--- src/apa_pkg.sv ---
// Shared types and constants of the polygon area and perimeter block.
package apa_pkg;

    localparam int COORD_W          = 16;
    localparam int AREA_W           = 43;
    localparam int PERIM_W          = 35;
    localparam int MIN_VERTICES     = 3;
    localparam int MAX_VERTICES_DEF = 1024;
    localparam int QUEUE_DEPTH      = 2;
    localparam int QPTR_W           = $clog2(QUEUE_DEPTH);
    localparam int PROD_W           = 2 * (COORD_W + 1);
    localparam int RAD_W            = PROD_W + 16;
    localparam int ROOT_W           = RAD_W / 2;

    typedef enum logic [1:0] {
        ST_OK   = 2'd0,
        ST_FEW  = 2'd1,
        ST_MANY = 2'd2
    } status_t;

    typedef struct packed {
        logic signed [COORD_W-1:0] ax;
        logic signed [COORD_W-1:0] ay;
        logic signed [COORD_W-1:0] bx;
        logic signed [COORD_W-1:0] by;
        logic signed [COORD_W-1:0] fx;
        logic signed [COORD_W-1:0] fy;
        logic                      edge_en;
        logic                      close_en;
        logic                      last;
        status_t                   status;
    } edge_cmd_t;

endpackage

--- src/apa_ifs.sv ---
// Vertex and result channel interfaces of the polygon area and perimeter block.
interface vertex_if;
    logic                               valid;
    logic                               ready;
    logic signed [apa_pkg::COORD_W-1:0] x_coord;
    logic signed [apa_pkg::COORD_W-1:0] y_coord;
    logic                               last_vertex;

    modport source (output valid, output x_coord, output y_coord, output last_vertex,
                    input ready);
    modport sink (input valid, input x_coord, input y_coord, input last_vertex,
                  output ready);
endinterface

interface result_if;
    logic                        valid;
    logic                        ready;
    logic [apa_pkg::AREA_W-1:0]  twice_area;
    logic [apa_pkg::PERIM_W-1:0] perimeter_q8;
    logic                        repeated_vertex;
    logic [1:0]                  status;

    modport source (output valid, output twice_area, output perimeter_q8,
                    output repeated_vertex, output status, input ready);
    modport sink (input valid, input twice_area, input perimeter_q8,
                  input repeated_vertex, input status, output ready);
endinterface

--- src/polygon_area_perimeter.sv ---
// Top level of the polygon area and perimeter block.
// Usage: send the vertices of one closed polygon in order on the vertex channel,
// one transfer each, with last_vertex set on the final one. Each polygon yields one
// transfer on the result channel: twice the absolute area, the perimeter with 8
// fraction bits, the repeated-vertex flag and a status (too few or too many vertices
// give zero area, perimeter and flag).
// Timing: the front end takes a vertex and queues its edge command in the same cycle.
// The back end works each edge in 4 steps of one shared 17x17 multiplier, 25 steps
// of the bit-serial square root and 1 accumulate step. It takes a new edge command
// only when idle; the last vertex also runs the closing edge and then loads the
// result register, and the square root loop sets the sustained vertex rate.
// Reset: empty queue, no result pending, all sums and counts cleared.
// Stall: a pending result holds until taken; the two-entry queue keeps taking
// vertices, then vertex.ready drops until the back end frees a slot.
module polygon_area_perimeter #(
    parameter int MAX_VERTICES = apa_pkg::MAX_VERTICES_DEF
) (
    input  logic     clk,
    input  logic     rst_n,
    vertex_if.sink   vertex,
    result_if.source result
);
    import apa_pkg::*;

    logic      push_valid, push_ready, pop_valid, pop_ready;
    edge_cmd_t push_data, pop_data;

    apa_front #(
        .MAX_VERTICES (MAX_VERTICES)
    ) u_front (
        .clk        (clk),
        .rst_n      (rst_n),
        .vertex     (vertex),
        .push_valid (push_valid),
        .push_ready (push_ready),
        .push_data  (push_data)
    );

    apa_queue u_queue (
        .clk        (clk),
        .rst_n      (rst_n),
        .push_valid (push_valid),
        .push_ready (push_ready),
        .push_data  (push_data),
        .pop_valid  (pop_valid),
        .pop_ready  (pop_ready),
        .pop_data   (pop_data)
    );

    apa_back u_back (
        .clk       (clk),
        .rst_n     (rst_n),
        .pop_valid (pop_valid),
        .pop_ready (pop_ready),
        .pop_data  (pop_data),
        .result    (result)
    );

endmodule

--- src/apa_front.sv ---
// Front end: accepts vertices, tracks first and previous vertex and count, issues edge commands.
module apa_front #(
    parameter int MAX_VERTICES = apa_pkg::MAX_VERTICES_DEF
) (
    input  logic               clk,
    input  logic               rst_n,
    vertex_if.sink             vertex,
    output logic               push_valid,
    input  logic               push_ready,
    output apa_pkg::edge_cmd_t push_data
);
    import apa_pkg::*;

    localparam int CW = $clog2(MAX_VERTICES + 2);

    logic signed [COORD_W-1:0] first_x_reg, first_y_reg, prev_x_reg, prev_y_reg;
    logic [CW-1:0]             count_reg;
    logic [CW-1:0]             n;
    logic                      in_range;
    logic                      is_first;
    logic                      accept;

    assign vertex.ready = push_ready;
    assign push_valid   = vertex.valid;
    assign accept       = vertex.valid && push_ready;

    always_comb
    begin
        if (count_reg == CW'(MAX_VERTICES + 1))
            n = count_reg;
        else
            n = count_reg + 1'b1;
        in_range = (n <= CW'(MAX_VERTICES));
        is_first = (n == CW'(1));

        push_data.ax       = prev_x_reg;
        push_data.ay       = prev_y_reg;
        push_data.bx       = vertex.x_coord;
        push_data.by       = vertex.y_coord;
        push_data.fx       = is_first ? vertex.x_coord : first_x_reg;
        push_data.fy       = is_first ? vertex.y_coord : first_y_reg;
        push_data.edge_en  = in_range && !is_first;
        push_data.close_en = in_range && vertex.last_vertex;
        push_data.last     = vertex.last_vertex;
        if (n < CW'(MIN_VERTICES))
            push_data.status = ST_FEW;
        else if (!in_range)
            push_data.status = ST_MANY;
        else
            push_data.status = ST_OK;
    end

    always_ff @(posedge clk or negedge rst_n)
    begin
        if (!rst_n)
        begin
            first_x_reg <= '0;
            first_y_reg <= '0;
            prev_x_reg  <= '0;
            prev_y_reg  <= '0;
            count_reg   <= '0;
        end
        else if (accept)
        begin
            if (vertex.last_vertex)
            begin
                first_x_reg <= '0;
                first_y_reg <= '0;
                prev_x_reg  <= '0;
                prev_y_reg  <= '0;
                count_reg   <= '0;
            end
            else
            begin
                if (is_first)
                begin
                    first_x_reg <= vertex.x_coord;
                    first_y_reg <= vertex.y_coord;
                end
                if (in_range)
                begin
                    prev_x_reg <= vertex.x_coord;
                    prev_y_reg <= vertex.y_coord;
                end
                count_reg <= n;
            end
        end
    end

endmodule

--- src/apa_queue.sv ---
// Short command queue between front end and back end.
module apa_queue (
    input  logic               clk,
    input  logic               rst_n,
    input  logic               push_valid,
    output logic               push_ready,
    input  apa_pkg::edge_cmd_t push_data,
    output logic               pop_valid,
    input  logic               pop_ready,
    output apa_pkg::edge_cmd_t pop_data
);
    import apa_pkg::*;

    edge_cmd_t         slot_reg [QUEUE_DEPTH];
    logic [QPTR_W-1:0] wr_ptr_reg, rd_ptr_reg;
    logic [QPTR_W:0]   fill_reg;
    logic              do_push, do_pop;

    assign push_ready = (fill_reg != (QPTR_W + 1)'(QUEUE_DEPTH));
    assign pop_valid  = (fill_reg != '0);
    assign pop_data   = slot_reg[rd_ptr_reg];
    assign do_push    = push_valid && push_ready;
    assign do_pop     = pop_valid && pop_ready;

    always_ff @(posedge clk)
    begin
        if (do_push)
            slot_reg[wr_ptr_reg] <= push_data;
    end

    always_ff @(posedge clk or negedge rst_n)
    begin
        if (!rst_n)
        begin
            wr_ptr_reg <= '0;
            rd_ptr_reg <= '0;
            fill_reg   <= '0;
        end
        else
        begin
            if (do_push)
                wr_ptr_reg <= (wr_ptr_reg == QPTR_W'(QUEUE_DEPTH - 1)) ? '0 : wr_ptr_reg + 1'b1;
            if (do_pop)
                rd_ptr_reg <= (rd_ptr_reg == QPTR_W'(QUEUE_DEPTH - 1)) ? '0 : rd_ptr_reg + 1'b1;
            if (do_push && !do_pop)
                fill_reg <= fill_reg + 1'b1;
            else if (do_pop && !do_push)
                fill_reg <= fill_reg - 1'b1;
        end
    end

endmodule

--- src/apa_back.sv ---
// Back end: per-edge cross term, squared length, bit-serial root, accumulation and result register.
module apa_back (
    input  logic               clk,
    input  logic               rst_n,
    input  logic               pop_valid,
    output logic               pop_ready,
    input  apa_pkg::edge_cmd_t pop_data,
    result_if.source           result
);
    import apa_pkg::*;

    typedef enum logic [4:0] {
        S_IDLE = 5'b00001,
        S_MUL  = 5'b00010,
        S_SQRT = 5'b00100,
        S_ACC  = 5'b01000,
        S_OUT  = 5'b10000
    } back_state_t;

    localparam int CNT_W = $clog2(ROOT_W);

    back_state_t               state_reg;
    edge_cmd_t                 cmd_reg;
    logic                      close_reg;
    logic signed [COORD_W-1:0] ax_reg, ay_reg, bx_reg, by_reg;
    logic [1:0]                step_reg;
    logic signed [PROD_W-1:0]  term_reg;
    logic [PROD_W-1:0]         d2_reg;
    logic [RAD_W-1:0]          rem_reg, root_reg, bit_reg;
    logic [CNT_W-1:0]          iter_reg;
    logic [AREA_W-1:0]         cross_sum_reg;
    logic [PERIM_W-1:0]        length_sum_reg;
    logic                      dup_reg;

    logic                      out_valid_reg;
    logic [AREA_W-1:0]         area_out_reg;
    logic [PERIM_W-1:0]        perim_out_reg;
    logic                      dup_out_reg;
    status_t                   status_out_reg;

    logic signed [COORD_W:0]   mul_a, mul_b, dx, dy;
    logic signed [PROD_W-1:0]  prod;
    logic [PROD_W-1:0]         d2_sum;
    logic [RAD_W-1:0]          trial;
    logic [PERIM_W:0]          len_sum_wide;
    logic [AREA_W-1:0]         area_abs;

    assign pop_ready              = (state_reg == S_IDLE);
    assign result.valid           = out_valid_reg;
    assign result.twice_area      = area_out_reg;
    assign result.perimeter_q8    = perim_out_reg;
    assign result.repeated_vertex = dup_out_reg;
    assign result.status          = status_out_reg;

    always_comb
    begin
        dx = {ax_reg[COORD_W-1], ax_reg} - {bx_reg[COORD_W-1], bx_reg};
        dy = {ay_reg[COORD_W-1], ay_reg} - {by_reg[COORD_W-1], by_reg};
        case (step_reg)
            2'd0:    begin mul_a = {bx_reg[COORD_W-1], bx_reg}; mul_b = {ay_reg[COORD_W-1], ay_reg}; end
            2'd1:    begin mul_a = {ax_reg[COORD_W-1], ax_reg}; mul_b = {by_reg[COORD_W-1], by_reg}; end
            2'd2:    begin mul_a = dx; mul_b = dx; end
            default: begin mul_a = dy; mul_b = dy; end
        endcase
        prod         = mul_a * mul_b;
        d2_sum       = d2_reg + $unsigned(prod);
        trial        = root_reg + bit_reg;
        len_sum_wide = {1'b0, length_sum_reg} + (PERIM_W + 1)'(root_reg[ROOT_W-1:0]);
        area_abs     = cross_sum_reg[AREA_W-1] ? (~cross_sum_reg + 1'b1) : cross_sum_reg;
    end

    always_ff @(posedge clk or negedge rst_n)
    begin
        if (!rst_n)
        begin
            state_reg      <= S_IDLE;
            cmd_reg        <= '0;
            close_reg      <= 1'b0;
            ax_reg         <= '0;
            ay_reg         <= '0;
            bx_reg         <= '0;
            by_reg         <= '0;
            step_reg       <= '0;
            term_reg       <= '0;
            d2_reg         <= '0;
            rem_reg        <= '0;
            root_reg       <= '0;
            bit_reg        <= '0;
            iter_reg       <= '0;
            cross_sum_reg  <= '0;
            length_sum_reg <= '0;
            dup_reg        <= 1'b0;
            out_valid_reg  <= 1'b0;
            area_out_reg   <= '0;
            perim_out_reg  <= '0;
            dup_out_reg    <= 1'b0;
            status_out_reg <= ST_OK;
        end
        else
        begin
            if (state_reg == S_OUT && (!out_valid_reg || result.ready))
                out_valid_reg <= 1'b1;
            else if (result.ready)
                out_valid_reg <= 1'b0;
            unique case (state_reg)
                S_IDLE:
                begin
                    if (pop_valid)
                    begin
                        cmd_reg  <= pop_data;
                        step_reg <= '0;
                        if (pop_data.edge_en)
                        begin
                            ax_reg    <= pop_data.ax;
                            ay_reg    <= pop_data.ay;
                            bx_reg    <= pop_data.bx;
                            by_reg    <= pop_data.by;
                            close_reg <= 1'b0;
                            state_reg <= S_MUL;
                        end
                        else if (pop_data.close_en)
                        begin
                            ax_reg    <= pop_data.bx;
                            ay_reg    <= pop_data.by;
                            bx_reg    <= pop_data.fx;
                            by_reg    <= pop_data.fy;
                            close_reg <= 1'b1;
                            state_reg <= S_MUL;
                        end
                        else if (pop_data.last)
                            state_reg <= S_OUT;
                    end
                end
                S_MUL:
                begin
                    step_reg <= step_reg + 1'b1;
                    case (step_reg)
                        2'd0:    term_reg <= prod;
                        2'd1:    term_reg <= term_reg - prod;
                        2'd2:    d2_reg   <= $unsigned(prod);
                        default:
                        begin
                            rem_reg   <= {d2_sum, 16'b0};
                            root_reg  <= '0;
                            bit_reg   <= RAD_W'(1) << (RAD_W - 2);
                            iter_reg  <= '0;
                            state_reg <= S_SQRT;
                        end
                    endcase
                end
                S_SQRT:
                begin
                    if (rem_reg >= trial)
                    begin
                        rem_reg  <= rem_reg - trial;
                        root_reg <= (root_reg >> 1) + bit_reg;
                    end
                    else
                        root_reg <= root_reg >> 1;
                    bit_reg  <= bit_reg >> 2;
                    iter_reg <= iter_reg + 1'b1;
                    if (iter_reg == CNT_W'(ROOT_W - 1))
                        state_reg <= S_ACC;
                end
                S_ACC:
                begin
                    cross_sum_reg <= cross_sum_reg + AREA_W'(term_reg);
                    if (len_sum_wide[PERIM_W])
                        length_sum_reg <= '1;
                    else
                        length_sum_reg <= len_sum_wide[PERIM_W-1:0];
                    if (ax_reg == bx_reg && ay_reg == by_reg)
                        dup_reg <= 1'b1;
                    step_reg <= '0;
                    if (!close_reg && cmd_reg.close_en)
                    begin
                        ax_reg    <= cmd_reg.bx;
                        ay_reg    <= cmd_reg.by;
                        bx_reg    <= cmd_reg.fx;
                        by_reg    <= cmd_reg.fy;
                        close_reg <= 1'b1;
                        state_reg <= S_MUL;
                    end
                    else if (cmd_reg.last)
                        state_reg <= S_OUT;
                    else
                        state_reg <= S_IDLE;
                end
                S_OUT:
                begin
                    if (!out_valid_reg || result.ready)
                    begin
                        status_out_reg <= cmd_reg.status;
                        if (cmd_reg.status == ST_OK)
                        begin
                            area_out_reg  <= area_abs;
                            perim_out_reg <= length_sum_reg;
                            dup_out_reg   <= dup_reg;
                        end
                        else
                        begin
                            area_out_reg  <= '0;
                            perim_out_reg <= '0;
                            dup_out_reg   <= 1'b0;
                        end
                        cross_sum_reg  <= '0;
                        length_sum_reg <= '0;
                        dup_reg        <= 1'b0;
                        state_reg      <= S_IDLE;
                    end
                end
                default: state_reg <= S_IDLE;
            endcase
        end
    end

endmodule
--- src/flat_wrapper.sv ---
// flat-port wrapper written by rule: the top's interface ports become plain ports
module polygon_area_perimeter_flat import apa_pkg::*;
#(
    parameter int MAX_VERTICES = apa_pkg::MAX_VERTICES_DEF
)
  (clk, rst_n, vertex_valid, vertex_x_coord, vertex_y_coord, vertex_last_vertex, vertex_ready, result_valid, result_twice_area, result_perimeter_q8, result_repeated_vertex, result_status, result_ready);
  vertex_if vertex_i ();
  result_if result_i ();
  input  logic clk;
  input  logic rst_n;
  input wire logic [$bits(vertex_i.valid)-1:0] vertex_valid;
  input wire logic [$bits(vertex_i.x_coord)-1:0] vertex_x_coord;
  input wire logic [$bits(vertex_i.y_coord)-1:0] vertex_y_coord;
  input wire logic [$bits(vertex_i.last_vertex)-1:0] vertex_last_vertex;
  output wire logic [$bits(vertex_i.ready)-1:0] vertex_ready;
  output wire logic [$bits(result_i.valid)-1:0] result_valid;
  output wire logic [$bits(result_i.twice_area)-1:0] result_twice_area;
  output wire logic [$bits(result_i.perimeter_q8)-1:0] result_perimeter_q8;
  output wire logic [$bits(result_i.repeated_vertex)-1:0] result_repeated_vertex;
  output wire logic [$bits(result_i.status)-1:0] result_status;
  input wire logic [$bits(result_i.ready)-1:0] result_ready;
  assign vertex_i.valid = vertex_valid;
  assign vertex_i.x_coord = vertex_x_coord;
  assign vertex_i.y_coord = vertex_y_coord;
  assign vertex_i.last_vertex = vertex_last_vertex;
  assign vertex_ready = vertex_i.ready;
  assign result_valid = result_i.valid;
  assign result_twice_area = result_i.twice_area;
  assign result_perimeter_q8 = result_i.perimeter_q8;
  assign result_repeated_vertex = result_i.repeated_vertex;
  assign result_status = result_i.status;
  assign result_i.ready = result_ready;
  polygon_area_perimeter #(.MAX_VERTICES(MAX_VERTICES)) u_core (.clk(clk), .rst_n(rst_n), .vertex(vertex_i), .result(result_i));
endmodule
--- config.mk ---
export PLATFORM = sky130hd
export DESIGN_NAME = polygon_area_perimeter_flat
export DESIGN_NICKNAME = d
export VERILOG_FILES = /design/src/apa_pkg.sv /design/src/apa_ifs.sv /design/src/polygon_area_perimeter.sv /design/src/apa_front.sv /design/src/apa_queue.sv /design/src/apa_back.sv /design/src/flat_wrapper.sv
export SDC_FILE = /design/constraint.sdc
export NUM_CORES = 2
export LEC_CHECK = 0
export ABC_AREA = 1
export BUFFER_PORTS_ARGS = -buffer_cell sky130_fd_sc_hd__buf_2
export CORE_MARGIN = 2
export CORE_UTILIZATION = 36
export CTS_CLUSTER_SIZE = 24
export DETAILED_ROUTE_END_ITERATION = 8
export GPL_TIMING_DRIVEN = 1
export SLEW_MARGIN = 20
export SYNTH_ARGS = -nofsm -noshare
export SYNTH_HDL_FRONTEND = slang
export SYNTH_SLANG_ARGS = --single-unit
export TNS_END_PERCENT = 5
--- constraint.sdc ---
create_clock -name clk -period 18.3 [get_ports clk]
set_input_delay 1.83 -clock clk [delete_from_list [all_inputs] [get_ports clk]]
set_output_delay 1.83 -clock clk [all_outputs]
set_load 0.01 [all_outputs]
==> results.toml <==
[run_status]
outcome = "finished, final reports clean"

[yosys]
synth_nets = 8539
synthesis.area_um2 = 61300
ys.flop_type = "dfrtp_1"
synth_area_leaders = "dfrtp_1, nand2_1, edfxtp_1"
synth.largest_area_cell = "dfrtp_1"
synth_cell_types = 81
yosys_warnings = 0
synth_most_common_cell = "nand2_1"
ys_ff_latch = 780
yosys.area.top_type_share_pct = 23.6
synthTopCellsByCount = "nand2_1, inv_1, nor2_1"
synthArstFlopShare_pct = 74.1
ys_seq_area_share_pct = 33.5
synth_cells = 7841
synth-edff-count = 202
syn_area_per_cell_um2 = 7.81

[sta]
setup_viol = 0
finalSetupTns_ns = 0
max_freq_mhz = 93.8
period_share_pct = 58.3
tightestPinTransition_ns = 1.09
layout_min_cycle_time_ns = 10.66
maxSlewViolCount = 0
rsz0062_at_grt = "no"
finalHoldViolations = 0
slew_headroom_pct = 27.0
fin_worst_skew_ns = 0.0342

[worst_setup_path]
path_buf_inv = 12
cpMostUsedCell = "inv_1"
critical-path-top-delay-family = "adder cells"
worst_path_max_delay_cell = "fa_1"
cp_slowest_stage_delay_ns = 0.76
cp.arrival_ns = 11.28
cp-end-kind = "flip-flop"
start_kind = "flip-flop"
setup.worst_path.class = "reg -> reg"
crit_fanout = 15
cp_data_required_time_ns = 18.92

[drt]
via_per_inst = 5.27
top_layer_used = "met4"
wl_met2_um = 93100
vias = 53600
wl_per_cell_um = 19.5
detail_route.wirelength_um = 199000
wl_met1_um = 92000
ant_nets = 0
drc = 0
wl_met3_um = 9550
first_iter_violations = 4159
drt-pass1-iter-count = 6

[cts]
ctsResizeCount = 0
root_buffer = "clkbuf_16"
cts_tree = "yes"
cts_sinks = 780
cts_setup_buffers = 0
clk_pin_slew_worst_paths_ns = 0.06
clock_insertion_delay_worst_skew_ns = 0.72
clockBufferDepth = 3
ctsHtreeMaxLevel = 3
cts_buffers = 91
cts_hold_buf = 0

[die]
start_util_pct = 36.2
dieWidth_um = 417
io_pins = 120
coreArea_um2 = 169000
die_area_um2 = 173000
die_h_um = 417
row_count = 151

[global_routing]
antenna_found_initial = 4
grt_pass1_wl_um = 311000
overflow = 0
grt_max_degree = 105
grt_usage_pct = 22.8
grt_pass1_vias = 52700

[place]
gp_congestion = 0.959
placed_area_um2 = 64000
hpwl_um = 152000
io_buffers = 119

[finish]
syn_to_final_growth_pct = 9.51
nets = 8573
drive_above_1_share_pct = 6.51
stdcell_area_um2 = 67100
largest_reg_flops = 202
nFillCells = 17500

[min_path]
hp-class = "reg -> reg"

[run]
cap_violations = 0
## routing by layer
layer	up-vias	track usage (%)
met3	224	2.32
met2	1368	37.6
met5	-	0
met4	0	5.27
met1	26100	32.1
li1	25900	-
## worst register-to-register path: cells and delay by family, from the launching register on
| family | cells | cell delay [ns] |
|---|---|---|
| simple gates | 19 | 3.45 |
| compound gates | 5 | 1.05 |
| buf+inv | 12 | 1.09 |
| fa+ha+maj | 10 | 4.59 |
| flops | 1 | 0.36 |
## path summary, 6_finish.rpt
path	depth (start not counted)	start	slack (ns)	endpoint
worst max-delay path	46	u_core.u_back.ay_reg[0]$_DFFE_PN0P_	7.64	u_core.u_back.rem_reg[49]$_DFFE_PN0P_
worst min-delay path	0	u_core.u_front.prev_y_reg[0]$_DFFE_PN0P_	0.47	u_core.u_queue.slot_reg[0][69]$_DFFE_PP_
worst max register to register	46	u_core.u_back.ay_reg[0]$_DFFE_PN0P_	7.64	u_core.u_back.rem_reg[49]$_DFFE_PN0P_
max in group asynchronous	5	rst_n	13.57	u_core.u_back.cmd_reg[8]$_DFFE_PN0P_
worst min register to register	0	u_core.u_front.prev_y_reg[0]$_DFFE_PN0P_	0.47	u_core.u_queue.slot_reg[0][69]$_DFFE_PP_
min in group asynchronous	1	rst_n	1.14	u_core.u_back.root_reg[19]$_DFFE_PN0P_
## kinds of logic (layout without fill, tap and decap cells)
| family | count (synthesis) | count (layout) | share of synthesized area, % |
|---|---|---|---|
| compound gates | 1684 | 1684 | 15.8 |
| other cells | 0 | 1 | 0 |
| mux | 67 | 67 | 1.10 |
| flops | 780 | 780 | 33.5 |
| buf+inv | 1357 | 1468 | 8.70 |
| fa+ha+maj | 661 | 661 | 17.2 |
| xor+xnor | 201 | 201 | 2.87 |
| simple gates | 3091 | 3091 | 20.8 |
## cell type report
cell class	instances	area [µm²]	area share (%)
Antenna cell	1	2.50	0.00373
Clock buffer	133	2650	3.95
Clock inverter	37	419	0.625
Inverter	1126	4230	6.30
Multi-Input combinational cell	5704	35500	52.9
Sequential cell	780	20500	30.6
Tap cell	2218	2780	4.14
Timing Repair Buffer	172	1010	1.50
## cells in the final DEF (no fill, tap or decap), types with 12 or more instances in the layout
cell type and instances:
a21o_1 33, xor2_1 133, dfrtp_1 576, xnor2_1 68, clkbuf_1 23, o21ai_1 90, o21bai_1 23, nor4_1 28
o21ai_2 15, nor2_2 16, mux2i_1 66, o21ai_0 623, buf_4 52, buf_2 118, a31oi_1 98, nor3_1 77
a21oi_2 35, inv_2 26, clkinv_1 16, edfxtp_1 202, o31ai_1 13, o21a_1 22, or2_2 15, o22ai_1 106
nand4_1 49, nand2_1 1837, ha_1 357, o2111ai_1 13, nand3_2 12, clkbuf_8 17, fa_1 303, a21oi_1 456
nand3_1 295, o211ai_1 83, nand2_2 29, nor2_1 682, inv_1 1084, clkbuf_16 93
## through the flow
| step | instances | hold slack, ns | util [%] | setup slack (ns) |
|---|---|---|---|---|
| after floorplan | 7841 | 0.442 | - | 9.39 |
| after global placement | 10000 | 0.449 | 37.8 | 7.76 |
| after detailed placement | 10000 | 0.454 | 37.8 | 7.77 |
| after CTS | 10200 | 0.453 | 39.6 | 7.72 |
| after global routing | 10200 | 0.480 | 39.6 | 6.84 |
| final | 10200 | 0.466 | 39.6 | 7.64 |
Power is left out: the tool's default activity adds up to more than one toggle a clock period on the data nets, which glitch-free logic cannot reach.
